## src/design/assert_macros.svh

```systemverilog
// ----------------------------------------------------------------------------
// Assertion macros
// Short forms for the concurrent checks used across the receiver.
// ----------------------------------------------------------------------------
`ifndef ASSERT_MACROS_SVH
`define ASSERT_MACROS_SVH

// Check a property on every rising edge while reset is low.
`define ARP_ASSERT(lbl, clk, rst, prop, msg) \
  lbl: assert property (@(posedge clk) disable iff (rst) prop) else $error(msg);

// Check a property on every rising edge, reset included.
`define ARP_ASSERT_ALWAYS(lbl, clk, prop, msg) \
  lbl: assert property (@(posedge clk) prop) else $error(msg);

`endif

```

## src/design/arp_pkg.sv

```systemverilog
// ----------------------------------------------------------------------------
// arp_pkg
// Shared types and constants of the ArtDMX packet receiver.
// ----------------------------------------------------------------------------
package arp_pkg;

  // Header layout (byte offsets within the UDP payload)
  localparam logic [9:0] POS_OPC_LO = 10'd8;
  localparam logic [9:0] POS_OPC_HI = 10'd9;
  localparam logic [9:0] POS_UNIV   = 10'd14;
  localparam logic [9:0] POS_LEN_HI = 10'd16;
  localparam logic [9:0] POS_LEN_LO = 10'd17;
  localparam logic [9:0] HDR_BYTES  = 10'd18;
  localparam logic [9:0] POS_MAX    = 10'd1023;
  localparam logic [9:0] ID_BYTES   = 10'd8;

  // Opcode 0x5000, sent low byte first
  localparam logic [7:0] OPCODE_LO = 8'h00;
  localparam logic [7:0] OPCODE_HI = 8'h50;

  // "Art-Net" followed by a zero byte
  localparam logic [7:0] ART_ID [8] = '{8'h41, 8'h72, 8'h74, 8'h2D,
                                        8'h4E, 8'h65, 8'h74, 8'h00};

  // Item function codes
  localparam logic FUNC_BYTE = 1'b0;
  localparam logic FUNC_READ = 1'b1;

  // Result kinds
  localparam logic KIND_VERDICT = 1'b0;
  localparam logic KIND_READ    = 1'b1;

  // Output queue
  localparam int         OUT_DEPTH = 4;
  localparam int         OUT_PTR_W = 2;
  localparam int         OUT_CNT_W = 3;

  typedef enum logic [2:0] {
    V_OK     = 3'd0,
    V_SHORT  = 3'd1,
    V_ID     = 3'd2,
    V_OPCODE = 3'd3,
    V_LENGTH = 3'd4,
    V_TRUNC  = 3'd5
  } verdict_t;

  typedef struct packed {
    logic       kind;
    verdict_t   verdict;
    logic [3:0] universe;
    logic [9:0] length;
    logic [7:0] value;
  } result_t;

  typedef struct packed {
    logic       valid;
    logic [3:0] universe;
    logic [9:0] length;
  } commit_t;

  typedef struct packed {
    logic       en;
    logic [8:0] index;
    logic [7:0] data;
  } stage_wr_t;

endpackage

```

## src/design/arp_dir.sv

```systemverilog
// ----------------------------------------------------------------------------
// arp_dir
// Universe directory: maps each universe to a channel bank and its stored
// length, and keeps the spare bank that takes the next packet's channels.
// ----------------------------------------------------------------------------
`include "assert_macros.svh"

module arp_dir #(
  parameter int NUM_UNIVERSES = 16,
  parameter int UNI_W         = 4,
  parameter int BANK_W        = 5
) (
  input  logic             clk,
  input  logic             rst,
  input  logic [3:0]       a_universe,
  input  logic [3:0]       b_universe,
  input  arp_pkg::commit_t commit,
  output logic [BANK_W-1:0] free_bank,
  output logic [BANK_W-1:0] b_bank,
  output logic [9:0]        b_length
);

  localparam int               DIR_DEPTH = 1 << UNI_W;
  localparam logic [BANK_W-1:0] FREE_INIT = BANK_W'(NUM_UNIVERSES);

  typedef struct packed {
    logic [BANK_W-1:0] bank;
    logic [9:0]        length;
  } dir_entry_t;

  dir_entry_t           dir_mem [DIR_DEPTH];
  logic [DIR_DEPTH-1:0] dir_valid;
  logic [BANK_W-1:0]    free;
  dir_entry_t           rd_a;
  dir_entry_t           rd_b;

  logic [UNI_W-1:0] a_idx;
  logic [UNI_W-1:0] b_idx;
  logic [UNI_W-1:0] c_idx;

  assign a_idx = a_universe[UNI_W-1:0];
  assign b_idx = b_universe[UNI_W-1:0];
  assign c_idx = commit.universe[UNI_W-1:0];

  // Write the committed mapping; read both ports, unwritten entries as reset
  always_ff @(posedge clk) begin
    if (commit.valid) begin
      dir_mem[c_idx] <= '{bank: free, length: commit.length};
    end
    if (dir_valid[a_idx]) begin
      rd_a <= dir_mem[a_idx];
    end else begin
      rd_a <= '{bank: BANK_W'(a_idx), length: 10'd0};
    end
    if (dir_valid[b_idx]) begin
      rd_b <= dir_mem[b_idx];
    end else begin
      rd_b <= '{bank: BANK_W'(b_idx), length: 10'd0};
    end
  end

  // Swap banks on commit: the old bank of the universe becomes spare
  always_ff @(posedge clk) begin
    if (rst) begin
      dir_valid <= '0;
      free      <= FREE_INIT;
    end else if (commit.valid) begin
      dir_valid[c_idx] <= 1'b1;
      free             <= rd_a.bank;
    end
  end

  assign free_bank = free;
  assign b_bank    = rd_b.bank;
  assign b_length  = rd_b.length;

  `ARP_ASSERT(a_swap_distinct, clk, rst, commit.valid |-> (rd_a.bank != free), "spare bank is mapped")

endmodule

```

## config.mk

```make
export PLATFORM = sky130hd
export DESIGN_NAME = arp_dir
export DESIGN_NICKNAME = d
export VERILOG_FILES = /design/src/design/arp_pkg.sv /design/src/design/arp_dir.sv
export VERILOG_INCLUDE_DIRS = /design/src /design/src/design
export SDC_FILE = /design/constraint.sdc
export NUM_CORES = 1
export LEC_CHECK = 0
export BUFFER_PORTS_ARGS = -buffer_cell sky130_fd_sc_hd__buf_4
export CORE_UTILIZATION = 40
export DETAILED_ROUTE_END_ITERATION = 10
export PLACE_DENSITY = 0.57
export SLEW_MARGIN = 5
export SYNTH_ARGS = -nofsm -noshare
export SYNTH_HDL_FRONTEND = slang
export SYNTH_SLANG_ARGS = --single-unit
```

## constraint.sdc

```tcl
create_clock -name clk -period 3.4 [get_ports clk]
set_clock_uncertainty 0.2 [all_clocks]
set_input_delay 0 -clock clk [delete_from_list [all_inputs] [get_ports clk]]
set_output_delay 0 -clock clk [all_outputs]
set_load 0.005 [all_outputs]
```

* Word level (Yosys, flattened, before mapping)
Memory sizes are Yosys's and may differ from the RTL's.
Index checks and enable logic that the tools add are counted.
** Word-level totals
- Bits in registers :: 41
- Memory bits (writable) :: 240
- Input bits :: 25
- Output and inout port bits :: 20
- Word-level logic and storage cells :: 24
- Memories :: 1
** Memory list
- dir_mem :: depth 16, width 15, rd ports 2, clocked after Yosys merged registers in 0, wr ports 1, line arp_dir.sv:31 : dir_entry_t dir_mem [DIR_DEPTH];
** Operators by class
- Magnitude comparators :: 4
- Mux-type cells :: 10
- Bitwise operators :: 1
- Reduce and logical (&&, ||, !) cells :: 1
** Operators with widths (number)
- two-way mux 14 bit :: 2
- OR 16 bit :: 1
- less-than comparator 4 x 5 -> 1 bit, second input constant :: 3
- binary-select mux 1 bit (select 4 bit) :: 2
- two-way mux 1 bit :: 5
- demux 1 bit (select 4 bit) :: 1
- >= comparator 4 x 1 -> 1 bit, second input constant :: 1
- logical AND 1 bit :: 1

* Longest topological paths before layout
- Word-level depth :: 5
- Depth in mapped cells :: 8
- Mapped depth without buffers :: 4

* Least setup slack after synthesis
Ideal clock, no wire load.
- Path type :: input -> register
- Start :: input commit[14] in the netlist's numbering
- End :: memory dir_mem[0][0] in the netlist's numbering (enable)
- Arrival time :: 1.966 ns
- Slack :: 0.825 ns
- Cell stages on the path :: 3
- Cell sequence :: clkbuf_1 > or3b_2 > nor3_1
** On the way
- Longest elaborated chain between the ends :: 2
** RTL lines
- from (decl) :: line arp_dir.sv:17 : input arp_pkg::commit_t commit,
- two-way mux 1 bit :: line arp_dir.sv:47 : if (commit.valid) begin
- two-way mux 1 bit (implied by the code) :: line arp_dir.sv:48 : dir_mem[c_idx] <= '{bank: free, length: commit.length};
- to (decl) :: line arp_dir.sv:31
No other way between the ends.

* Worst setup path after layout
- Start :: input commit[14] in the netlist's numbering
- End :: memory dir_mem[3][10] in the netlist's numbering (enable)
Same word-level chain as after synthesis.

==> impl_results.md <==
* Grt peak-use layer: met2
* Global-route wire length before repair at 39100 microns
* TNS Setup at 0 ns
* Initial DRC Count at 394
* Placed instance area at 0.0122 sq mm
* Fin area at 0.0134 sq mm
* Sequential share of power at 0.518
* DR vias/cell at 5.50
* Die W at 171 microns
* CTS H-tree depth at 1
* Leakage at 4.45 nW
* Worst-Skew Late Latency at 0.56 ns
* HPWL after detailed placement at 15400 microns
* Syn Nets at 579
* Post-route DRC at 0
* Sw frac at 0.210
* WS Path Type: in -> reg
* Max_slew headroom at 0.299
* Worst-Margin Slew at 1.05 ns
* Drt total wl at 26100 microns
* Initial antenna violation count at 0
* Layout cells sized above 1 at 0.334
* Final ANT Viol Nets at 0
* Clock transition at path regs at 0.06 ns
* Pre-CTS setup slack at 1.01 ns
* Final Max Tran Viols at 0
* Met3 usage at 0.0291
* Power density cells at 557 mW/mm^2
* Final worst path period share at 0.699
* Sequential share of the synthesized area at 0.705
* Die H at 171 microns
* # fillers at 2333
* Met1 usage at 0.242
* Area of the mapped netlist at 0.0114 sq mm
* Worst EP arrival at 2.38 ns
* Placer's final routability congestion estimate at 0.750
* Met2 usage at 0.326
* Worst hold path type: in -> reg
* CTS resizes at 0
* Area of the multi-input gates at 0.00316 sq mm
* CP max FO at 16
* Buf/Inv on CP at 4
* P_int at 5.90 mW
* Max IR drop VDD at 334 uV
* Hold WS at 0.0567 ns
* Vias in the first global route at 6128
* Final hold violations at 0
* Clock tree sinks at 281
* Most frequent cells in the layout: edfxtp_1, mux4_2, buf_4
* Achievable Freq at 421 MHz
* Cell count after placement at 968
* Pin count of the biggest net entering global routing at 45
* Final Core Density at 0.480
* Initial Util at 0.408
* Clock power frac at 0.418
* Post-layout nets at 673
* Ys Warns at 0
* Antenna Diode Count at 0
* Worst setup margin at 1.02 ns
* RSZ-0062 raised after global routing: false
* Post-Layout Cell Count at 1049
* First-pass DRT Iterations at 4
* Row count at 61
* Status: finished clean
* IO Port Bufs at 44
* Critical-path cell list: dlygate4sd3_1, buf_4, or3b_2, dlygate4sd3_1, nor2_2, buf_4
* Routed len/inst at 24.9 microns
* CP peak stage delay at 0.61 ns
* Critical-path top delay cell: dlygate4sd3_1
* Commonest non-fill, non-tap cell in the layout: edfxtp_1
* Setup violations, final at 0
* Syn Area/Cell at 20.6 sq um
* CP required at 3.41 ns
* Area of the core at 0.0279 sq mm
* DR vias at 5769
* Flip-flop and latch area at 0.00803 sq mm
* Maximum clock insertion buffer count at 3
* Clock root cell: clkbuf_16
* Post-Synthesis Cells at 554
* Tmin final at 2.38 ns
* Worst setup SP type: input port
* Gr usage total at 0.188
* Yosys cell types at 37
* DIE AREA at 0.0292 sq mm
* Total power at 7.47 mW
* Area growth, synth to finish at 17.7%
* Cts bufs inserted at 29
* Gr ovfl total at 0
* CP top delay family: buffers and inverters
* CTS tree: built
* P_sw at 1.57 mW
* Flop and latch count out of synthesis at 281
* Max Cap Viol at 0
* Io pins at 45
* Comb pwr share at 0.064
* CP endpoint kind: flop
-- cells in the mapped netlist (all sizes together) --
master / instances / area share
edfxtp: 240 / 0.63
mux4: 98 / 0.20
nor2: 51 / 0.017
dfxtp: 41 / 0.072
buf: 23 / 0.018
nor2b: 17 / 0.013
nand3: 15 / 0.0066
mux2i: 12 / 0.011
nand2: 11 / 0.0036
clkbuf: 8 / 0.0030
a22oi: 7 / 0.0051
mux2: 6 / 0.0059
nor3: 4 / 0.0018
o21ai: 3 / 0.0013
a21oi: 2 / 0.00088
a2bb2oi: 2 / 0.0015
inv: 2 / 0.00066
nand2b: 2 / 0.0011
nand3b: 2 / 0.0013
a211o: 1 / 0.00077
a32o: 1 / 0.00088
and2: 1 / 0.00055
and3b: 1 / 0.00077
nor3b: 1 / 0.00066
o21a: 1 / 0.00066
o31ai: 1 / 0.00066
or3b: 1 / 0.00077
-- sequential cells by signal (all words and copies together), names as in the netlist --
name,cells
free_bank,5
dir_mem,240
dir_valid,16
b_bank,5
b_length,10
rd_a,5
-- final cells by class --
cell class / count / share of cell area
timing repair buffer: 94 / 0.0586
tap: 378 / 0.0353
clock inverter: 14 / 0.0102
inverter: 2 / 0.000560
clock buffer: 40 / 0.0609
sequential: 281 / 0.599
multi-input combinational: 240 / 0.236
-- kinds of logic after synthesis --
kind of cell / after synthesis / share of synthesized area
AOI/OAI and AO/OA: 18 / 0.0118
buffers and inverters: 33 / 0.0221
DFF: 281 / 0.705
muxes: 116 / 0.215
and+or+nand+nor: 106 / 0.0466
-- worst paths after layout --
kind                                 startpoint        endpoint  slack (ns)  cells after the start
worst max-delay path                 commit[14]  dir_mem[3][10]        1.02                      6
worst min-delay path              b_universe[0]       b_bank[0]        0.06                      3
worst max register to register  dir_mem[12][13]        rd_a[13]        1.08                      5
worst min register to register         rd_a[14]    free_bank[4]        0.26                      1
-- worst min-delay path: stages --
cell    delay, ns
buf_4        0.22
buf_4        0.25
mux2_2       0.27
-- power by group through the flow --
| stage | combinational (mW) | clock (mW) | sequential, mW |
|---|---|---|---|
| floorplan | 0.299 | 0 | 3.92 |
| global placement | 0.451 | 0 | 3.94 |
| detailed placement | 0.461 | 0 | 3.94 |
| CTS | 0.488 | 3.21 | 3.87 |
| global route | 0.517 | 3.35 | 3.87 |
| finish | 0.479 | 3.12 | 3.87 |
-- what timing repair did --
action	CTS	global route
hold endpoints to repair	302	0
setup buffers	0	0
hold buffers	27	0
-- layer usage --
layer	vias up	share of wire
li1	2481	-
met1	3066	0.40
met2	181	0.51
met3	41	0.063
met4	0	0.020
met5	-	0
Note: power is estimated with default switching activity, not from simulation.
