**src/design/assert_macros.svh**
```systemverilog
// ----------------------------------------------------------------------------
// Assertion macros
// Short forms for the concurrent checks used across the receiver.
// ----------------------------------------------------------------------------
`ifndef ASSERT_MACROS_SVH
`define ASSERT_MACROS_SVH

// Check a property on every rising edge while reset is low.
`define ARP_ASSERT(lbl, clk, rst, prop, msg) \
  lbl: assert property (@(posedge clk) disable iff (rst) prop) else $error(msg);

// Check a property on every rising edge, reset included.
`define ARP_ASSERT_ALWAYS(lbl, clk, prop, msg) \
  lbl: assert property (@(posedge clk) prop) else $error(msg);

`endif

```
**src/design/arp_pkg.sv**
```systemverilog
// ----------------------------------------------------------------------------
// arp_pkg
// Shared types and constants of the ArtDMX packet receiver.
// ----------------------------------------------------------------------------
package arp_pkg;

  // Header layout (byte offsets within the UDP payload)
  localparam logic [9:0] POS_OPC_LO = 10'd8;
  localparam logic [9:0] POS_OPC_HI = 10'd9;
  localparam logic [9:0] POS_UNIV   = 10'd14;
  localparam logic [9:0] POS_LEN_HI = 10'd16;
  localparam logic [9:0] POS_LEN_LO = 10'd17;
  localparam logic [9:0] HDR_BYTES  = 10'd18;
  localparam logic [9:0] POS_MAX    = 10'd1023;
  localparam logic [9:0] ID_BYTES   = 10'd8;

  // Opcode 0x5000, sent low byte first
  localparam logic [7:0] OPCODE_LO = 8'h00;
  localparam logic [7:0] OPCODE_HI = 8'h50;

  // "Art-Net" followed by a zero byte
  localparam logic [7:0] ART_ID [8] = '{8'h41, 8'h72, 8'h74, 8'h2D,
                                        8'h4E, 8'h65, 8'h74, 8'h00};

  // Item function codes
  localparam logic FUNC_BYTE = 1'b0;
  localparam logic FUNC_READ = 1'b1;

  // Result kinds
  localparam logic KIND_VERDICT = 1'b0;
  localparam logic KIND_READ    = 1'b1;

  // Output queue
  localparam int         OUT_DEPTH = 4;
  localparam int         OUT_PTR_W = 2;
  localparam int         OUT_CNT_W = 3;

  typedef enum logic [2:0] {
    V_OK     = 3'd0,
    V_SHORT  = 3'd1,
    V_ID     = 3'd2,
    V_OPCODE = 3'd3,
    V_LENGTH = 3'd4,
    V_TRUNC  = 3'd5
  } verdict_t;

  typedef struct packed {
    logic       kind;
    verdict_t   verdict;
    logic [3:0] universe;
    logic [9:0] length;
    logic [7:0] value;
  } result_t;

  typedef struct packed {
    logic       valid;
    logic [3:0] universe;
    logic [9:0] length;
  } commit_t;

  typedef struct packed {
    logic       en;
    logic [8:0] index;
    logic [7:0] data;
  } stage_wr_t;

endpackage

```
**src/design/arp_parser.sv**
```systemverilog
// ----------------------------------------------------------------------------
// arp_parser
// Header checker: walks the payload byte by byte, keeps the first failed
// check, latches universe and channel count, and gives the verdict at the end.
// ----------------------------------------------------------------------------
`include "assert_macros.svh"

module arp_parser #(
  parameter int NUM_UNIVERSES = 16,
  parameter int MAX_CHANNELS  = 512
) (
  input  logic               clk,
  input  logic               rst,
  input  logic               fire,
  input  logic [7:0]         byte_in,
  input  logic               eop,
  output logic [3:0]         universe,
  output logic               verdict_valid,
  output arp_pkg::result_t   verdict_res,
  output arp_pkg::commit_t   commit,
  output arp_pkg::stage_wr_t stage_wr
);

  localparam logic [9:0]  MAX_LEN   = 10'(MAX_CHANNELS);
  localparam logic [15:0] MAX_LEN16 = 16'(MAX_CHANNELS);
  localparam logic [4:0]  NUM_UNIV  = 5'(NUM_UNIVERSES);

  logic [9:0]        pos;
  arp_pkg::verdict_t reject;
  logic [3:0]        univ;
  logic [9:0]        len;

  arp_pkg::verdict_t reject_next;
  arp_pkg::verdict_t flag_code;
  arp_pkg::verdict_t verdict;
  logic [3:0]        univ_next;
  logic [9:0]        len_next;
  logic [9:0]        pos_next;
  logic [9:0]        k;
  logic [15:0]       count16;
  logic [10:0]       needed;

  // Check the byte at its header position
  always_comb begin
    flag_code = arp_pkg::V_OK;
    univ_next = univ;
    len_next  = len;
    count16   = {len[7:0], byte_in};
    if (pos < arp_pkg::ID_BYTES) begin
      if (byte_in != arp_pkg::ART_ID[pos[2:0]]) flag_code = arp_pkg::V_ID;
    end else if (pos == arp_pkg::POS_OPC_LO) begin
      if (byte_in != arp_pkg::OPCODE_LO) flag_code = arp_pkg::V_OPCODE;
    end else if (pos == arp_pkg::POS_OPC_HI) begin
      if (byte_in != arp_pkg::OPCODE_HI) flag_code = arp_pkg::V_OPCODE;
    end else if (pos == arp_pkg::POS_UNIV) begin
      univ_next = byte_in[3:0];
    end else if (pos == arp_pkg::POS_LEN_HI) begin
      len_next = {2'b00, byte_in};
    end else if (pos == arp_pkg::POS_LEN_LO) begin
      if (count16 < 16'd2 || count16 > MAX_LEN16) begin
        flag_code = arp_pkg::V_LENGTH;
        len_next  = '0;
      end else begin
        len_next = count16[9:0];
      end
    end
    reject_next = (reject == arp_pkg::V_OK) ? flag_code : reject;
    pos_next    = (pos != arp_pkg::POS_MAX) ? pos + 10'd1 : pos;
  end

  // Route channel bytes to the staging bank
  always_comb begin
    k              = pos - arp_pkg::HDR_BYTES;
    stage_wr.en    = fire && (pos >= arp_pkg::HDR_BYTES) && (reject == arp_pkg::V_OK) &&
                     (k < len) && (k < MAX_LEN);
    stage_wr.index = k[8:0];
    stage_wr.data  = byte_in;
  end

  // Judge the packet at its last byte
  always_comb begin
    needed = {1'b0, arp_pkg::HDR_BYTES} + {1'b0, len_next};
    if (pos_next < arp_pkg::HDR_BYTES) begin
      verdict = arp_pkg::V_SHORT;
    end else if (reject_next != arp_pkg::V_OK) begin
      verdict = reject_next;
    end else if ({1'b0, pos_next} < needed) begin
      verdict = arp_pkg::V_TRUNC;
    end else begin
      verdict = arp_pkg::V_OK;
    end
    verdict_valid        = fire && eop;
    verdict_res.kind     = arp_pkg::KIND_VERDICT;
    verdict_res.verdict  = verdict;
    verdict_res.universe = (verdict == arp_pkg::V_OK) ? univ_next : 4'd0;
    verdict_res.length   = (verdict == arp_pkg::V_OK) ? len_next : 10'd0;
    verdict_res.value    = '0;
    commit.valid         = fire && eop && (verdict == arp_pkg::V_OK) &&
                           ({1'b0, univ_next} < NUM_UNIV);
    commit.universe      = univ_next;
    commit.length        = len_next;
  end

  assign universe = univ;

  // Advance the header state; clear it at the packet end
  always_ff @(posedge clk) begin
    if (rst) begin
      pos    <= '0;
      reject <= arp_pkg::V_OK;
      univ   <= '0;
      len    <= '0;
    end else if (fire) begin
      if (eop) begin
        pos    <= '0;
        reject <= arp_pkg::V_OK;
        univ   <= '0;
        len    <= '0;
      end else begin
        pos    <= pos_next;
        reject <= reject_next;
        univ   <= univ_next;
        len    <= len_next;
      end
    end
  end

  `ARP_ASSERT(a_pos_clear, clk, rst, (fire && eop) |=> (pos == 10'd0), "position not cleared")

endmodule

```
**config.mk**
```make
export PLATFORM = sky130hd
export DESIGN_NAME = arp_parser
export DESIGN_NICKNAME = d
export VERILOG_FILES = /design/src/design/arp_pkg.sv /design/src/design/arp_parser.sv
export VERILOG_INCLUDE_DIRS = /design/src /design/src/design
export SDC_FILE = /design/constraint.sdc
export NUM_CORES = 1
export LEC_CHECK = 0
export BUFFER_PORTS_ARGS = -buffer_cell sky130_fd_sc_hd__buf_2
export CAP_MARGIN = 25
export CORE_UTILIZATION = 45
export DETAILED_ROUTE_END_ITERATION = 10
export GPL_TIMING_DRIVEN = 1
export PLACE_DENSITY = 0.69
export SLEW_MARGIN = 25
export SYNTH_ARGS = -nofsm -noshare
export SYNTH_HDL_FRONTEND = slang
export SYNTH_SLANG_ARGS = --single-unit
```
**constraint.sdc**
```tcl
create_clock -name clk -period 9.49 [get_ports clk]
set_clock_uncertainty 0.2 [all_clocks]
set_input_delay 2.3725 -clock clk [delete_from_list [all_inputs] [get_ports clk]]
set_output_delay 2.3725 -clock clk [all_outputs]
set_load 0.01 [all_outputs]
```
---- Yosys cells after proc, flatten, opt, wreduce, memory -nomap -nowiden ----
Memories as Yosys holds them, arrays and structs flattened.
Index checks and enable logic that the tools add are counted.
W data, S select, Z words.
word-level totals
  register bits after elaboration ......... 27
  bits of input ports ..................... 12
  bits in writable memories ............... 0
  memories kept ........................... 1
  latch bits .............................. 0
  output and inout bits ................... 64
  memory bits (read-only) ................. 64
operators by class
  shift-type cells ........................ 0
  divide/modulo/power cells ............... 0
  add/subtract/negate cells ............... 3
  multipliers ............................. 0
  bitwise operators ....................... 1
  equality and inequality tests ........... 8
  reductions and logical operators ........ 11
  mux-type cells .......................... 34
  $lt $le $gt $ge ......................... 9
memory list
  name             depth  bits a word  read ports  clocked after Yosys merged registers in  wr ports  line              text
  (no name shown)  8      8            1           0                                        0         arp_parser.sv:50  if (byte_in != arp_pkg::ART_ID[pos[2:0]]) flag_code = arp_pkg::V_ID;
operators with widths
  cell                     number
  $mux W10                 11
  $mux W3                  12
  $eq A10 B4 Y1 const B    3
  $mux W4                  6
  $eq A10 B5 Y1 const B    2
  $gt A16 B10 Y1 const B   1
  $lt A16 B2 Y1 const B    1
  $mux W8                  2
  $add A5 B10 Y11 const A  1
  $lt A10 B11 Y1           1
  $add A10 B1 Y10 const B  1
  $ge A10 B5 Y1 const B    1
  $lt A10 B10 Y1           1
  $lt A10 B10 Y1 const B   1
  $lt A10 B4 Y1 const B    1
  $lt A10 B5 Y1 const B    1
  $ne A10 B10 Y1 const B   1
  $sub A10 B5 Y10 const B  1
  $ne A8 B7 Y1 const B     1
  $ne A8 B8 Y1             1
  $reduce_bool A8 Y1       1
  $logic_and A1 B1 Y1      6
  $logic_not A3 Y1         2
  $mux W2                  3
  4 further kinds          4

---- Longest topological paths before layout ----
  word-level depth ........................ 16
  gate-level depth with buffers ........... 19

---- Worst setup path after synthesis ----
Ideal clock, no wire load.
  kind .................................... input-to-output
  from .................................... input byte_in[5]
  to ...................................... output verdict_res[10] (netlist name)
  setup slack ............................. 970 ps
  required time ........................... 6,918 ps
  data arrival time ....................... 5,948 ps
  stages on the path ...................... 16
  cell sequence ........................... nor4_2 > a21oi_1 > o2111ai_1 > buf_2 > nand2_1 > a31oi_2 > inv_1 > o21ai_0 > xor2_1 > ha_1 > and3_1 > a221oi_1 > nand4_1 > a221oi_2 > buf_4 > nor4b_2
RTL lines
  what             line              text
  start, declared  arp_parser.sv:15  input logic [7:0] byte_in,
  end, declared    arp_parser.sv:19  output arp_pkg::result_t verdict_res,

==> results.tsv <==
stage	metric	value	unit
yosys	flops & latches, synth	27	
critical_path	Setup CP Type	input pin to output port	
route	WL per Instance	17.3	um
clock_network	hold_buf cts	0	
timing	final hold violation count	0	
timing	Slew @ Worst Pin	1.05	ns
floorplanning	Cell Rows	30	
power	P_leak	0.00149	uW
critical_path	peak fanout along the critical path	17	
layout	fraction of layout cells with a size suffix above 1	0.257	
yosys	Post-synth EDFFs	0	
layout	layout net count	482	
yosys	cell count after synthesis	397	
yosys	Post-Synthesis Cell Area	0.00328	sq mm
route	vias per inst	5.92	
placed_design	# port buffers	66	
global_routing	total global routing overflow	0	
critical_path	CP Launch Type	input pin	
layout	Fillers	689	
floorplanning	Core Footprint	0.00691	sq mm
placed_design	detailed placement HPWL	7110	um
floorplanning	die width	87.4	um
yosys	Avg Inst Size Synth	8.27	sq um
route	via count	3171	
clock_network	Clk pin slew, worst setup/hold paths	0.11	ns
clock_network	H-tree levels	1	
floorplanning	Initial Utilization	0.475	
layout	ant diodes	0	
yosys	top cells by area, synth	dfxtp_1 (16%), ha_1 (11%), buf_4 (4.6%)	
critical_path	dominant delay contributor by cell family on the critical path	compound AO/OA/AOI/OAI gates	
timing	Final setup violation count	0	
timing	post-layout min period	8.78	ns
global_routing	global-route wire length before repair	14500	um
critical_path	WP data required	6.92	ns
worst_hold_path	hold crit path type	flip-flop to flip-flop	
placed_design	Placer Congestion	0.862	
yosys	post-synth top area cell	dfxtp_1	
global_routing	largest net degree at the start of global routing	31	
yosys	post-synthesis async set-or-reset flop share	0	
route	antenna-violating nets left	0	
timing	Slew HR	0.290	
route	WL met2	3980	um
timing	Max Freq	0.114	GHz
route	metal3 WL	614	um
route	Routed WL	9250	um
clock_network	CTS tree	yes	
yosys	register area share after synthesis	0.165	
timing	worst setup margin	0.710	ns
critical_path	Buf/Inv on CP	6	
clock_network	insertion delay to the later sink of the worst-skew pair	0.30	ns
critical_path	crit-path cells	buf_2, nor4_2, a21oi_1, o2111ai_1, buf_4, nand2_1, a31oi_2, buf_4, inv_1, o21ai_0, xor2_1, ha_1, and3_1, a221oi_1, nand4_1, a221oi_2, buf_4, o311a_1, buf_2	
route	metal1 wirelength	4560	um
yosys	Yosys top cell area share	0.165	
outcome	status	complete, no violations	
global_routing	vias in the first global route	2801	
floorplanning	boundary pin count	76	
critical_path	WP data arrival	6.21	ns
critical_path	slowest cell on the critical path	a221oi_1	
yosys	synth warn	0	
layout	area delta synth->final	8.88	%
yosys	synth unique cells	70	
critical_path	Worst Setup End Kind	output port	
floorplanning	chip height	87.4	um
critical_path	Largest stage delay, worst path	0.35	ns
route	DR DRC count	0	
timing	RSZ-0062 raised after global routing	false	
flow_run	maxcap violations	0	
global_routing	initial antenna violation count	0	
yosys	Most used DFF post-synth	dfxtp_1	
route	Max Used Layer	met4	
route	first-pass iteration count of the detailed router	5	
timing	Final TNS setup	0	ns
power	pwr dens	62.6	mW/mm^2
route	DRT iter0 DRCs	231	
clock_network	Num CTS Buffers	3	
power	IR drop worst, VDD	47.7	uV
timing	Final Cycle Share	0.925	
timing	Slew Viols, Final	0	
global_routing	GR Util All Layers	0.245	
yosys	commonest cells in the netlist	nor2_1 (37), ha_1 (29), dfxtp_1 (27)	
floorplanning	full die area	0.00764	sq mm
critical_path	cell mode on critical path	buf_4	
clock_network	Root Driver	clkbuf_8	
clock_network	Sink Count	27	
yosys	most numerous cell in the Yosys netlist	nor2_1	
clock_network	cts repair resizes	0	
placed_design	dpl ws	0.756	ns
clock_network	postcts setup bufs	0	
clock_network	CTS max path bufs	2	
## cell type report
cell class                      instances  area, sq um  area share
Clock inverter                          1         5.00     0.00140
Timing Repair Buffer                   73          383       0.107
Sequential cell                        27          541       0.151
Tap cell                               96          120      0.0336
Multi-Input combinational cell        314         2400       0.672
Inverter                               22         82.6      0.0231
Clock buffer                            3         41.3      0.0116
## path summary, 6_finish.rpt
kind / slack [ns] / to / cells after the start / start
max: 0.71 / verdict_res[24] / 19 / byte_in[5]
min: 0.34 / reject[0] / 2 / reject[0]
max reg2reg: 6.26 / reject[1] / 8 / pos[0]
min reg2reg: 0.34 / reject[0] / 2 / reject[0]
## layer usage
| layer | vias to the layer above | global-route usage |
|---|---|---|
| met2 | 124 | 0.385 |
| met1 | 1527 | 0.363 |
| met4 | 0 | 0.0507 |
| li1 | 1513 | - |
| met5 | - | 0 |
| met3 | 7 | 0.0199 |
## worst reg2reg max path: stages (launching register included)
cell,delay (ns)
dfxtp_1,0.59
inv_1,0.22
ha_1,0.44
or2_2,0.32
and3_1,0.17
a2111oi_0,0.46
nand4_1,0.28
a31oi_4,0.35
nor2_1,0.08
## power by group
group	internal [uW]	leakage (uW)	switching (uW)
sequential	114	0.000218	1.27
combinational	12.7	0.00125	24.1
clock	29.7	0.0000255	42.1
## metrics by stage
stage | utilization | cell area, sq um | total power [uW] | std cells | hold WS, ns
floorplan | - | 3310 | 146 | 405 | 0.277
global placement | 0.511 | 3530 | 153 | 532 | 0.305
detailed placement | 0.511 | 3530 | 154 | 532 | 0.311
CTS | 0.517 | 3570 | 223 | 536 | 0.341
global route | 0.517 | 3570 | 231 | 536 | 0.389
finish | 0.517 | 3570 | 224 | 536 | 0.339
## flip-flops by register name, summed over array words and instances (netlist names)
| name | cells |
|---|---|
| pos | 10 |
| reject | 3 |
| len | 10 |
| universe | 4 |
## cell usage in the layout, fill, tap and decap left out, drive strengths merged, types with 6 or more instances in the layout
cell,Yosys,final
buf,29,73
conb,1,9
a21oi,27,27
nor4,12,12
mux2i,8,8
o21ai,10,10
nor4b,16,16
inv,22,22
nand3,7,7
xnor2,12,12
ha,29,29
nand2,19,19
a2bb2oi,12,12
and3,7,7
nor2,37,37
nor2b,13,13
xor2,6,6
nand4,8,8
and2,7,7
dfxtp,27,27
a21o,10,10
## cells by family (layout without fill, tap and decap cells)
logic type,after synthesis,after routing,share of synthesized area
AO/OA/AOI/OAI,100,100,0.235
XOR/XNOR,18,18,0.0480
adder cells (fa/ha/maj),29,29,0.111
buffers and inverters,64,99,0.113
flip-flops,27,27,0.165
multiplexers,12,12,0.0381
other,1,9,0.00114
AND/OR/NAND/NOR,146,146,0.290
No activity file was read; power rests on OpenSTA's default activity.
