===== src/design/assert_macros.svh =====
// ----------------------------------------------------------------------------
// Assertion macros
// Short forms for the concurrent checks used across the receiver.
// ----------------------------------------------------------------------------
`ifndef ASSERT_MACROS_SVH
`define ASSERT_MACROS_SVH

// Check a property on every rising edge while reset is low.
`define ARP_ASSERT(lbl, clk, rst, prop, msg) \
  lbl: assert property (@(posedge clk) disable iff (rst) prop) else $error(msg);

// Check a property on every rising edge, reset included.
`define ARP_ASSERT_ALWAYS(lbl, clk, prop, msg) \
  lbl: assert property (@(posedge clk) prop) else $error(msg);

`endif


===== src/design/arp_pkg.sv =====
// ----------------------------------------------------------------------------
// arp_pkg
// Shared types and constants of the ArtDMX packet receiver.
// ----------------------------------------------------------------------------
package arp_pkg;

  // Header layout (byte offsets within the UDP payload)
  localparam logic [9:0] POS_OPC_LO = 10'd8;
  localparam logic [9:0] POS_OPC_HI = 10'd9;
  localparam logic [9:0] POS_UNIV   = 10'd14;
  localparam logic [9:0] POS_LEN_HI = 10'd16;
  localparam logic [9:0] POS_LEN_LO = 10'd17;
  localparam logic [9:0] HDR_BYTES  = 10'd18;
  localparam logic [9:0] POS_MAX    = 10'd1023;
  localparam logic [9:0] ID_BYTES   = 10'd8;

  // Opcode 0x5000, sent low byte first
  localparam logic [7:0] OPCODE_LO = 8'h00;
  localparam logic [7:0] OPCODE_HI = 8'h50;

  // "Art-Net" followed by a zero byte
  localparam logic [7:0] ART_ID [8] = '{8'h41, 8'h72, 8'h74, 8'h2D,
                                        8'h4E, 8'h65, 8'h74, 8'h00};

  // Item function codes
  localparam logic FUNC_BYTE = 1'b0;
  localparam logic FUNC_READ = 1'b1;

  // Result kinds
  localparam logic KIND_VERDICT = 1'b0;
  localparam logic KIND_READ    = 1'b1;

  // Output queue
  localparam int         OUT_DEPTH = 4;
  localparam int         OUT_PTR_W = 2;
  localparam int         OUT_CNT_W = 3;

  typedef enum logic [2:0] {
    V_OK     = 3'd0,
    V_SHORT  = 3'd1,
    V_ID     = 3'd2,
    V_OPCODE = 3'd3,
    V_LENGTH = 3'd4,
    V_TRUNC  = 3'd5
  } verdict_t;

  typedef struct packed {
    logic       kind;
    verdict_t   verdict;
    logic [3:0] universe;
    logic [9:0] length;
    logic [7:0] value;
  } result_t;

  typedef struct packed {
    logic       valid;
    logic [3:0] universe;
    logic [9:0] length;
  } commit_t;

  typedef struct packed {
    logic       en;
    logic [8:0] index;
    logic [7:0] data;
  } stage_wr_t;

endpackage


===== src/design/arp_out_fifo.sv =====
// ----------------------------------------------------------------------------
// arp_out_fifo
// Result queue between the pipeline and the output handshake.
// ----------------------------------------------------------------------------
`include "assert_macros.svh"

module arp_out_fifo (
  input  logic                          clk,
  input  logic                          rst,
  input  logic                          push,
  input  arp_pkg::result_t              push_data,
  output logic                          pop_valid,
  input  logic                          pop_ready,
  output arp_pkg::result_t              head,
  output logic [arp_pkg::OUT_CNT_W-1:0] count
);

  localparam logic [arp_pkg::OUT_CNT_W-1:0] DEPTH_CNT =
    arp_pkg::OUT_CNT_W'(arp_pkg::OUT_DEPTH);

  arp_pkg::result_t                entries [arp_pkg::OUT_DEPTH];
  logic [arp_pkg::OUT_PTR_W-1:0]   wr_ptr;
  logic [arp_pkg::OUT_PTR_W-1:0]   rd_ptr;
  logic                            pop;

  assign pop_valid = (count != '0);
  assign pop       = pop_valid && pop_ready;
  assign head      = entries[rd_ptr];

  // Store the pushed word
  always_ff @(posedge clk) begin
    if (push) begin
      entries[wr_ptr] <= push_data;
    end
  end

  // Advance pointers and count
  always_ff @(posedge clk) begin
    if (rst) begin
      wr_ptr <= '0;
      rd_ptr <= '0;
      count  <= '0;
    end else begin
      if (push) wr_ptr <= wr_ptr + 1'b1;
      if (pop)  rd_ptr <= rd_ptr + 1'b1;
      if (push && !pop) begin
        count <= count + 1'b1;
      end else if (pop && !push) begin
        count <= count - 1'b1;
      end
    end
  end

  `ARP_ASSERT(a_no_overflow, clk, rst, push |-> ((count < DEPTH_CNT) || pop), "result queue overflow")

endmodule


===== config.mk =====
export PLATFORM = sky130hd
export DESIGN_NAME = arp_out_fifo
export DESIGN_NICKNAME = d
export VERILOG_FILES = /design/src/design/arp_pkg.sv /design/src/design/arp_out_fifo.sv
export VERILOG_INCLUDE_DIRS = /design/src /design/src/design
export SDC_FILE = /design/constraint.sdc
export NUM_CORES = 1
export LEC_CHECK = 0
export BUFFER_PORTS_ARGS = -buffer_cell sky130_fd_sc_hd__buf_2
export CELL_PAD_IN_SITES_DETAIL_PLACEMENT = 1
export CELL_PAD_IN_SITES_GLOBAL_PLACEMENT = 1
export CORE_UTILIZATION = 29
export DETAILED_ROUTE_END_ITERATION = 8
export MAX_ROUTING_LAYER = met4
export PLACE_DENSITY = 0.56
export SLEW_MARGIN = 10
export SYNTH_ARGS = -nofsm -noshare
export SYNTH_HDL_FRONTEND = slang
export SYNTH_SLANG_ARGS = --single-unit
export TNS_END_PERCENT = 5

===== constraint.sdc =====
create_clock -name clk -period 2.05 [get_ports clk]
set_input_delay 0.1025 -clock clk [delete_from_list [all_inputs] [get_ports clk]]
set_output_delay 0.1025 -clock clk [all_outputs]
set_load 0.005 [all_outputs]

# --- After elaboration in Yosys (flattened, before gate mapping) ---
# Memories as Yosys holds them, arrays and structs flattened. A register that Yosys moved wholly into a read port is not among the register bits.
# Index checks and enable logic that the tools add are counted.
word_totals:
  register_bits: 7
  latch_bits: 0
  ram_bits: 104
  mem_bits_ro: 0
  in_bits: 30
  out_inout_bits: 30
  wordCells: 21
  mem_count: 1
op_classes:
  n_addsub: 4
  n_mul: 0
  n_div: 0
  magnitude_cmp: 0
  n_eq_ne: 0
  n_shift: 0
  n_mux: 6
  n_bitwise: 0
  n_reduce_logical: 7
mem_list:
  columns: ["name", "words", "word_bits", "read_ports", "rd_ports_with_merged_regs", "wr", "line", "source"]
  rows:
  - ["entries", 4, 26, 1, 1, 1, "arp_out_fifo.sv:21", "arp_pkg::result_t entries [arp_pkg::OUT_DEPTH];"]
op_table:
  columns: ["cell", "n"]
  rows:
  - ["two-way mux 3 bit", 2]
  - ["adder 2 x 1 -> 2 bit (second input constant)", 2]
  - ["two-way mux 2 bit", 2]
  - ["adder 3 x 1 -> 3 bit (second input constant)", 1]
  - ["logical AND 1 bit", 3]
  - ["nonzero test 3 bit", 1]
  - ["subtractor 3 x 1 -> 3 bit (second input constant)", 1]
  - ["zero test 1 bit", 2]
  - ["two-way mux 1 bit", 2]
  - ["nonzero test 2 bit", 1]

# --- Depth between registers and ports, before layout ---
# Gate-level depths: netlist of run 1.
depth:
  word_depth: 5
  mapped_depth: 7
  mapped_depth_nobuf: 7

# --- Least setup slack after synthesis of run 1 ---
# OpenSTA, ideal clock, no wires.
synth_path:
  kind: "register to register"
  start: "reg count[0] (netlist name)"
  end: "reg count[2] (netlist name)"
  setup_time_ps: 70
  arrival_ps: 1907
  t_required_ps: 1980
  path_slack_ps: 72
  path_stages_with_launch: 8
  path_buffers: 0
  period_less_slack_ps: 1978
  cell_sequence: "dfxtp_1 o31ai_1 ha_1 inv_1 fa_1 xor2_1 or3_1 a21oi_1"
synth_via:
  elab_chain_len: 5
  word_cells_on_any_way: 10
  classes_between: "add/sub (2); mux (2); reduce/logical (6)"
synth_lines:
  columns: ["item", "line", "source"]
  rows:
  - ["from (decl)", "arp_out_fifo.sv:15", "output logic [arp_pkg::OUT_CNT_W-1:0] count"]
  - ["from (signal assigned)", "arp_out_fifo.sv:47", "count <= count + 1'b1;"]
  - ["from (signal assigned)", "arp_out_fifo.sv:49", "count <= count - 1'b1;"]
  - ["parallel branches: the longest is 5 deep, another holds subtractor 3 x 1 -> 3 bit", null, null]
# Parallel ways; which one is timed is not known. The select of a mux whose other input is x is not followed.
# A chain may end at the register's enable or synchronous reset.

# --- Worst setup path in the final report of run 1 ---
layout_path:
  start: "reg count[1] (netlist name)"
  end: "reg count[2] (netlist name)"
# The elaborated chain is that of the path after synthesis.

==> impl_metrics.py, run 1 <==
metrics = {
    "global_routing": {
        "grt_util_met3": 0.0432,
        "global_route.overflow_total": 0,
        "grt_max_degree": 18,
        "grt_pass1_vias": 2335,
        "grt_usage": 0.125,
        "met1_usage": 0.141,
        "grt_pass1_wl_mm": 12.6,
        "grt_use_met2": 0.200,
        "globalRoute.busiestLayer": "met2",
        "grt_antenna_before_repair": 0,
    },
    "synthesis": {
        "post-synth-top-area-cell": "edfxtp_1",
        "yosys.area.top_type_share": 0.738,
        "ys_top_cells_by_area": "edfxtp_1 74%, mux4_2 11%, dfxtp_1 4.3%, mux4_1 3.7%, ha_1 1.5%",
        "post_synth_instance_area_um2": 4230,
        "ys_dominant_reg_cell": "edfxtp_1",
        "count_of_synthesis_stage_warnings_from_yosys": 0,
        "ys_types": 22,
        "ys_ff_latch": 113,
        "yosysSeqAreaShare": 0.781,
        "synthCells": 179,
        "asyncSetResetFlopFracSynth": 0,
        "syn_nets": 215,
        "synthTopCellsByCount": "104 x edfxtp_1, 20 x mux4_2, 9 x dfxtp_1, 7 x nor2_1, 6 x mux4_1",
        "synth_edf_count": 104,
        "syn_avg_cell_area_um2": 23.6,
        "post-synth-top-count-cell": "edfxtp_1",
    },
    "die": {
        "start_util": 0.301,
        "core_area_um2": 14000,
        "floorplan.die_area_um2": 15100,
        "fp.dieW_um": 123,
        "die-height_um": 123,
        "io_pins": 60,
        "floorplan.rows": 43,
    },
    "placement": {
        "portBuffers": 59,
        "placed_instance_area_um2": 4840,
        "detailedPlacementHpwl_mm": 5.20,
        "globalplace.congestion": 0.712,
    },
    "drt": {
        "viasPerCell": 4.40,
        "route.antenna.remaining_nets": 0,
        "drt-wirelength-per-cell_um": 16.9,
        "number_of_design_rule_violations_left_after_detail_routing": 0,
        "detailedRoute.firstIterationViolations": 65,
        "drt_wl_total_mm": 8.13,
        "dr_total_vias": 2121,
        "detailed_router_iteration_count_before_antenna_repair": 4,
    },
    "sta": {
        "post-route-period-util": 0.953,
        "time_the_worst_path_needs_with_i_o_delays_and_setup_ns": 1.95,
        "fin_skew_ns": 0.00588,
        "worst_margin_pin_slew_ns": 0.446,
        "finalSetupViolations": 0,
        "fmax_mhz": 512,
        "hold_viol_final": 0,
        "slew_violations": 0,
        "maxSlewHeadroom": 0.699,
    },
    "outcome": {
        "outcome": "finished clean",
    },
    "setup_path": {
        "startpoint_class_of_the_critical_path": "register",
        "crit_required_ns": 2.39,
        "reg2regPathDepth": 7,
        "worstSetupEndpointType": "register",
        "worst_ep_arrival_time_ns": 2.29,
        "critical_path_class": "reg -> reg",
        "crit_path_max_fanout": 2,
    },
    "cts": {
        "root_buffer_cell": "clkbuf_16",
        "htreeDepth": 4,
        "cts.sink_count": 113,
        "tritoncts.num_buffers": 17,
        "cts.clk_slew.worst_paths_ns": 0.05,
        "insertion_delay_ns": 0.41,
        "tritoncts": "built",
        "cts_buffer_depth": 2,
    },
    "pwr": {
        "leakage_uw": 0.00200,
        "power_density_nw_per_um2": 1190,
        "ir_drop_uv": 663,
    },
    "worst_hold_path": {
        "hold_path_depth": 3,
        "hold_crit_path_type": "in -> reg",
    },
    "job": {
        "max_cap_viol_count": 0,
    },
    "layout": {
        "utilization": 0.405,
        "layout-drive-gt1-share": 0.417,
        "final_cell_area_um2": 5680,
        "area_growth_syn_to_layout_pct": 34.3,
        "design.final.nets": 325,
        "n_antenna_cell": 0,
    },
}
## state kept, by name, indices dropped and copies added, names as in the netlist, named ones only
register	flops
rd_ptr	2
count	3
wr_ptr	2
entries	104
## repair_timing
action | 4_1_cts | 5_1_grt
hold buffers | 27 | 0
pin swaps | 0 | 2
endpoints found under the hold margin | 113 | 0
setup buffers | 0 | 0
gates resized for setup | 1 | 2
endpoints found under the setup margin | 1 | 1
## layout by cell type, fill, tap and decap left out, types with 2 or more instances in the layout
master,n
and2_2,4
buf_12,5
buf_2,59
buf_4,7
bufinv_16,2
clkbuf_1,3
clkbuf_16,17
clkinv_1,2
clkinv_2,4
clkinvlp_4,4
dfxtp_1,7
dfxtp_2,2
dlygate4sd3_1,27
edfxtp_1,104
ha_1,4
inv_1,3
mux2i_1,2
mux4_1,6
mux4_2,20
nor2_1,7
or3_1,2
xor2_1,4
## critical path: stages (launching register included)
cell,delay (ns)
dfxtp_1,0.34
o31ai_4,0.28
ha_2,0.24
inv_1,0.06
fa_1,0.37
xor2_1,0.16
or3_1,0.30
a21oi_1,0.14
## report_power, final
| part | leakage (µW) | internal [µW] | switching (µW) | total (µW) |
|---|---|---|---|---|
| registers | 0.00103 | 2680 | 82.7 | 2760 |
| clock network | 0.000261 | 1760 | 952 | 2710 |
| logic | 0.000708 | 717 | 559 | 1280 |
| total | 0.00200 | 5160 | 1590 | 6750 |
## worst paths after layout
path / end / slack (ns) / startpoint
worst min register to register: rd_ptr[1] / 0.53 / rd_ptr[1]
worst max register to register: count[2] / 0.1 / count[1]
worst min-delay path: wr_ptr[0] / 0.07 / push
worst max-delay path: count[2] / 0.1 / count[1]
## kinds of logic after synthesis
family / synth area share
compound gates: 0.00621
xor+xnor: 0.0104
fa+ha+maj: 0.0195
buf+inv: 0.0192
flops: 0.781
mux: 0.149
simple gates: 0.0151
## layout make-up
cell class	instances	area, µm²
flip-flops and latches	113	3310
clock buffers	20	437
inverters	3	11.3
repair buffers	98	718
multi-input cells	56	866
fillers	1341	8360
clock inverters	12	118
well taps	180	225
## metrics by stage
stage | setup slack, ns | hold slack [ns] | power [µW] | TNS (ns) | std cells
detailed placement | -0.0296 | 0.322 | 4070 | -0.0296 | 423
finish | 0.0960 | 0.0653 | 6750 | 0 | 482
floorplan | 0.0725 | 0.201 | 3610 | 0 | 179
CTS | 0.0186 | 0.0631 | 6850 | 0 | 482
global placement | 0.0957 | 0.318 | 4050 | 0 | 423
global route | -0.00491 | 0.0794 | 7050 | -0.00491 | 482
## per-layer routing
metal | vias up | share of wire
met5 | - | 0
met1 | 1091 | 0.43
met2 | 52 | 0.51
li1 | 965 | -
met3 | 13 | 0.043
met4 | 0 | 0.019
No activity file was read; power rests on OpenSTA's default activity.
==> inputs of run 2 (changes only) <==
--- a/config.mk
+++ b/config.mk
@@ -6,13 +6,14 @@
 export SDC_FILE = /design/constraint.sdc
 export NUM_CORES = 1
 export LEC_CHECK = 0
+export ABC_AREA = 1
 export BUFFER_PORTS_ARGS = -buffer_cell sky130_fd_sc_hd__buf_2
 export CELL_PAD_IN_SITES_DETAIL_PLACEMENT = 1
 export CELL_PAD_IN_SITES_GLOBAL_PLACEMENT = 1
 export CORE_UTILIZATION = 29
 export DETAILED_ROUTE_END_ITERATION = 8
 export MAX_ROUTING_LAYER = met4
-export PLACE_DENSITY = 0.56
+export PLACE_DENSITY = 0.58
 export SLEW_MARGIN = 10
 export SYNTH_ARGS = -nofsm -noshare
 export SYNTH_HDL_FRONTEND = slang
==> impl_metrics.py, run 2 <==
metrics = {
    "outcome": {
        "outcome": "complete, but fails checks",
        "violations": "DRC",
    },
    "sta": {
        "time_the_worst_path_needs_with_i_o_delays_and_setup_ns": 1.81,
        "post-route-period-util": 0.884,
        "worst_margin_pin_slew_ns": 0.523,
        "hold_viol_final": 0,
        "unrepaired_setup_endpoints_after_global_routing": "false",
        "setup_total_negative_slack_ns": 0,
        "worst_setup_margin_ns": 0.238,
        "fmax_mhz": 552,
        "finalSetupViolations": 0,
        "maxSlewHeadroom": 0.651,
        "fin_skew_ns": 0.00471,
        "slew_violations": 0,
    },
    "layout": {
        "design.final.nets": 446,
        "layout.cells.most_common": "edfxtp_1",
        "layout-drive-gt1-share": 0.230,
        "utilization": 0.387,
        "largest-register": "entries",
        "layoutNonFillerInstCount": 606,
        "commonest_cells_after_routing_fill_and_taps_aside": "104 x edfxtp_1, 59 x nor2_1, 59 x buf_2, 39 x o21ai_0",
        "final_cell_area_um2": 5630,
        "n_antenna_cell": 0,
        "largest_registers_ranked_by_flip_flop_count": "entries x104, count x3",
        "largest_register_ffs": 104,
        "area_growth_syn_to_layout_pct": 30.7,
    },
    "setup_path": {
        "crit_cells": 4,
        "reg2reg_slack_ns": 0.25,
        "crit_required_ns": 1.95,
        "crit_path_max_fanout": 38,
        "worst_ep_arrival_time_ns": 1.71,
        "critPathCapture": "head[24]",
        "crit_slowest_cell": "buf_4",
        "reg2regPathDepth": 8,
        "worstSetupEndpointType": "output port",
        "startpoint_class_of_the_critical_path": "register",
        "delay_heaviest_family_cp": "buffers and inverters",
        "critical-path-max-stage-delay_ns": 0.38,
        "worst_r2r_startpoint": "count[0]",
        "critical_path.cell_chain": "buf_4 -> o21ai_0 -> o22ai_1 -> buf_2",
        "timing.critical_path.buf_inv": 2,
        "critical_path_class": "reg -> out",
        "worstReg2RegEnd": "count[1]",
    },
    "synthesis": {
        "yosys.area.top_type_share": 0.725,
        "ys_ff_latch": 113,
        "syn_nets": 350,
        "post_synthesis_compound_gate_area_fraction": 0.109,
        "synth_xor_xnor_area_share": 0,
        "post_synth_mux_area_share": 0,
        "synth_edf_count": 104,
        "synth_fa_ha_area_frac": 0.0192,
        "synthCells": 314,
        "synth-simple-area-share": 0.0674,
        "synthTopCellsByCount": "104 x edfxtp_1, 59 x nor2_1, 39 x o21ai_0, 26 x o22ai_1, 17 x o21ai_1",
        "ys_dominant_reg_cell": "edfxtp_1",
        "yosysSeqAreaShare": 0.767,
        "ys_types": 18,
        "post-synth-top-count-cell": "edfxtp_1",
        "syn_avg_cell_area_um2": 13.7,
        "ys_top_cells_by_area": "edfxtp_1 73%, nor2_1 5.1%, o21ai_0 4.5%, dfxtp_1 4.2%, o22ai_1 3.8%",
        "asyncSetResetFlopFracSynth": 0,
        "post_synth_instance_area_um2": 4310,
        "count_of_synthesis_stage_warnings_from_yosys": 0,
        "synth_top_family_by_area": "compound AO/OA/AOI/OAI gates",
        "post-synth-top-area-cell": "edfxtp_1",
    },
    "global_routing": {
        "grt_antenna_before_repair": 0,
        "grt_pass1_wl_mm": 15.0,
        "grt_pass1_vias": 3018,
        "grt_usage": 0.143,
        "grt_max_degree": 53,
        "global_route.overflow_total": 0,
    },
    "drt": {
        "route.antenna.remaining_nets": 0,
        "number_of_design_rule_violations_left_after_detail_routing": 1,
        "detailedRoute.firstIterationViolations": 142,
        "drt-wirelength-per-cell_um": 15.7,
        "detailed_router_iteration_count_before_antenna_repair": 6,
        "dr_total_vias": 2767,
        "viasPerCell": 4.57,
        "drt_wl_total_mm": 9.50,
    },
    "die": {
        "start_util": 0.296,
        "floorplan.die_area_um2": 15300,
        "io_pins": 60,
        "floorplan.rows": 44,
        "fp.dieW_um": 124,
        "die-height_um": 124,
        "core_area_um2": 14500,
    },
    "cts": {
        "insertion_delay_ns": 0.41,
        "cts.clk_slew.worst_paths_ns": 0.05,
        "cts.repair_timing.setup_buffer_count": 0,
        "cts_buffer_depth": 2,
        "tritoncts.num_buffers": 17,
        "tritoncts": "built",
        "htreeDepth": 4,
        "cts.sink_count": 113,
        "root_buffer_cell": "clkbuf_16",
    },
    "job": {
        "max_cap_viol_count": 0,
    },
    "placement": {
        "place.detailed.instances": 549,
        "place_worst_setup_slack_ns": 0.266,
        "portBuffers": 59,
        "placed_instance_area_um2": 4790,
        "globalplace.congestion": 0.725,
        "detailedPlacementHpwl_mm": 5.40,
    },
    "pwr": {
        "power_density_nw_per_um2": 1180,
        "ir_drop_uv": 602,
        "leakage_uw": 0.00208,
    },
    "worst_hold_path": {
        "hold_crit_path_type": "in -> reg",
    },
}
[run 2: changes by cell type after synthesis, sizes merged, moves of 4 or more]
cell   delta
o21ai    +55
nor2     +52
mux4     -26
o22ai    +26
inv      +14
nand2    +14
buf      +10
a21oi     +4
and2      -4
xor2      -4
[run 2: worst reg2reg max path: cells and delay by family, from the launching register on]
kind,cells,cell delay (ns)
compound gates,1,0.19
fa+ha+maj,2,0.62
buf+inv,2,0.18
flops,1,0.38
simple gates,3,0.34
[run 2: kinds of logic after synthesis]
| family | count (synthesis) |
|---|---|
| buffers and inverters | 32 |
| adder cells (fa/ha/maj) | 6 |
| AO/OA/AOI/OAI | 87 |
| flip-flops | 113 |
| AND/OR/NAND/NOR | 76 |
[run 2: worst min path at each step]
stage	from	to	slack, ns	depth (start not counted)
after global routing	pop_ready	register	0.05	3
after global placement	push_data[17]	entries[2][17]	0.32	1
after detailed placement	push_data[17]	entries[3][17]	0.32	1
final	pop_ready	rd_ptr[0]	0.02	3
after CTS	pop_ready	rd_ptr[0]	0.004	3
after floorplan	push_data[0]	entries[0][0]	0.20	0
[run 2: through the flow]
stage | total power [µW] | hold slack [ns]
6_report | 6630 | 0.0233
5_1_grt | 6970 | 0.0524
4_1_cts | 6730 | 0.00440
3_5_place_dp | 3810 | 0.323
3_3_place_gp | 3760 | 0.318
2_1_floorplan | 3380 | 0.201
[run 2: what timing repair did]
item	in CTS	in global routing
hold buffers	26	0
hold endpoints to repair	104	0
gates resized for setup	0	0
endpoints found under the setup margin	0	0
[run 2: power breakdown]
group	internal, µW	switching (µW)	leakage [µW]	total (µW)
clock network	1890	965	0.000272	2850
logic	401	657	0.000781	1060
registers	2660	58.9	0.00103	2720
total	4950	1680	0.00208	6630
[run 2: metal layers]
metal | GRT usage | up-vias | share of wire
met2 | 0.242 | 54 | 0.50
met4 | 0.0655 | 0 | 0.017
met3 | 0.0490 | 13 | 0.044
met5 | - | - | 0
met1 | 0.149 | 1358 | 0.44
li1 | - | 1342 | -
[run 2: layout make-up]
| cell class | instances | area (µm²) |
|---|---|---|
| fillers | 1547 | 8910 |
| flip-flops and latches | 113 | 3300 |
| multi-input cells | 169 | 841 |
| repair buffers | 92 | 608 |
| clock buffers | 20 | 437 |
| well taps | 184 | 230 |
| clock inverters | 11 | 140 |
| inverters | 17 | 66.3 |
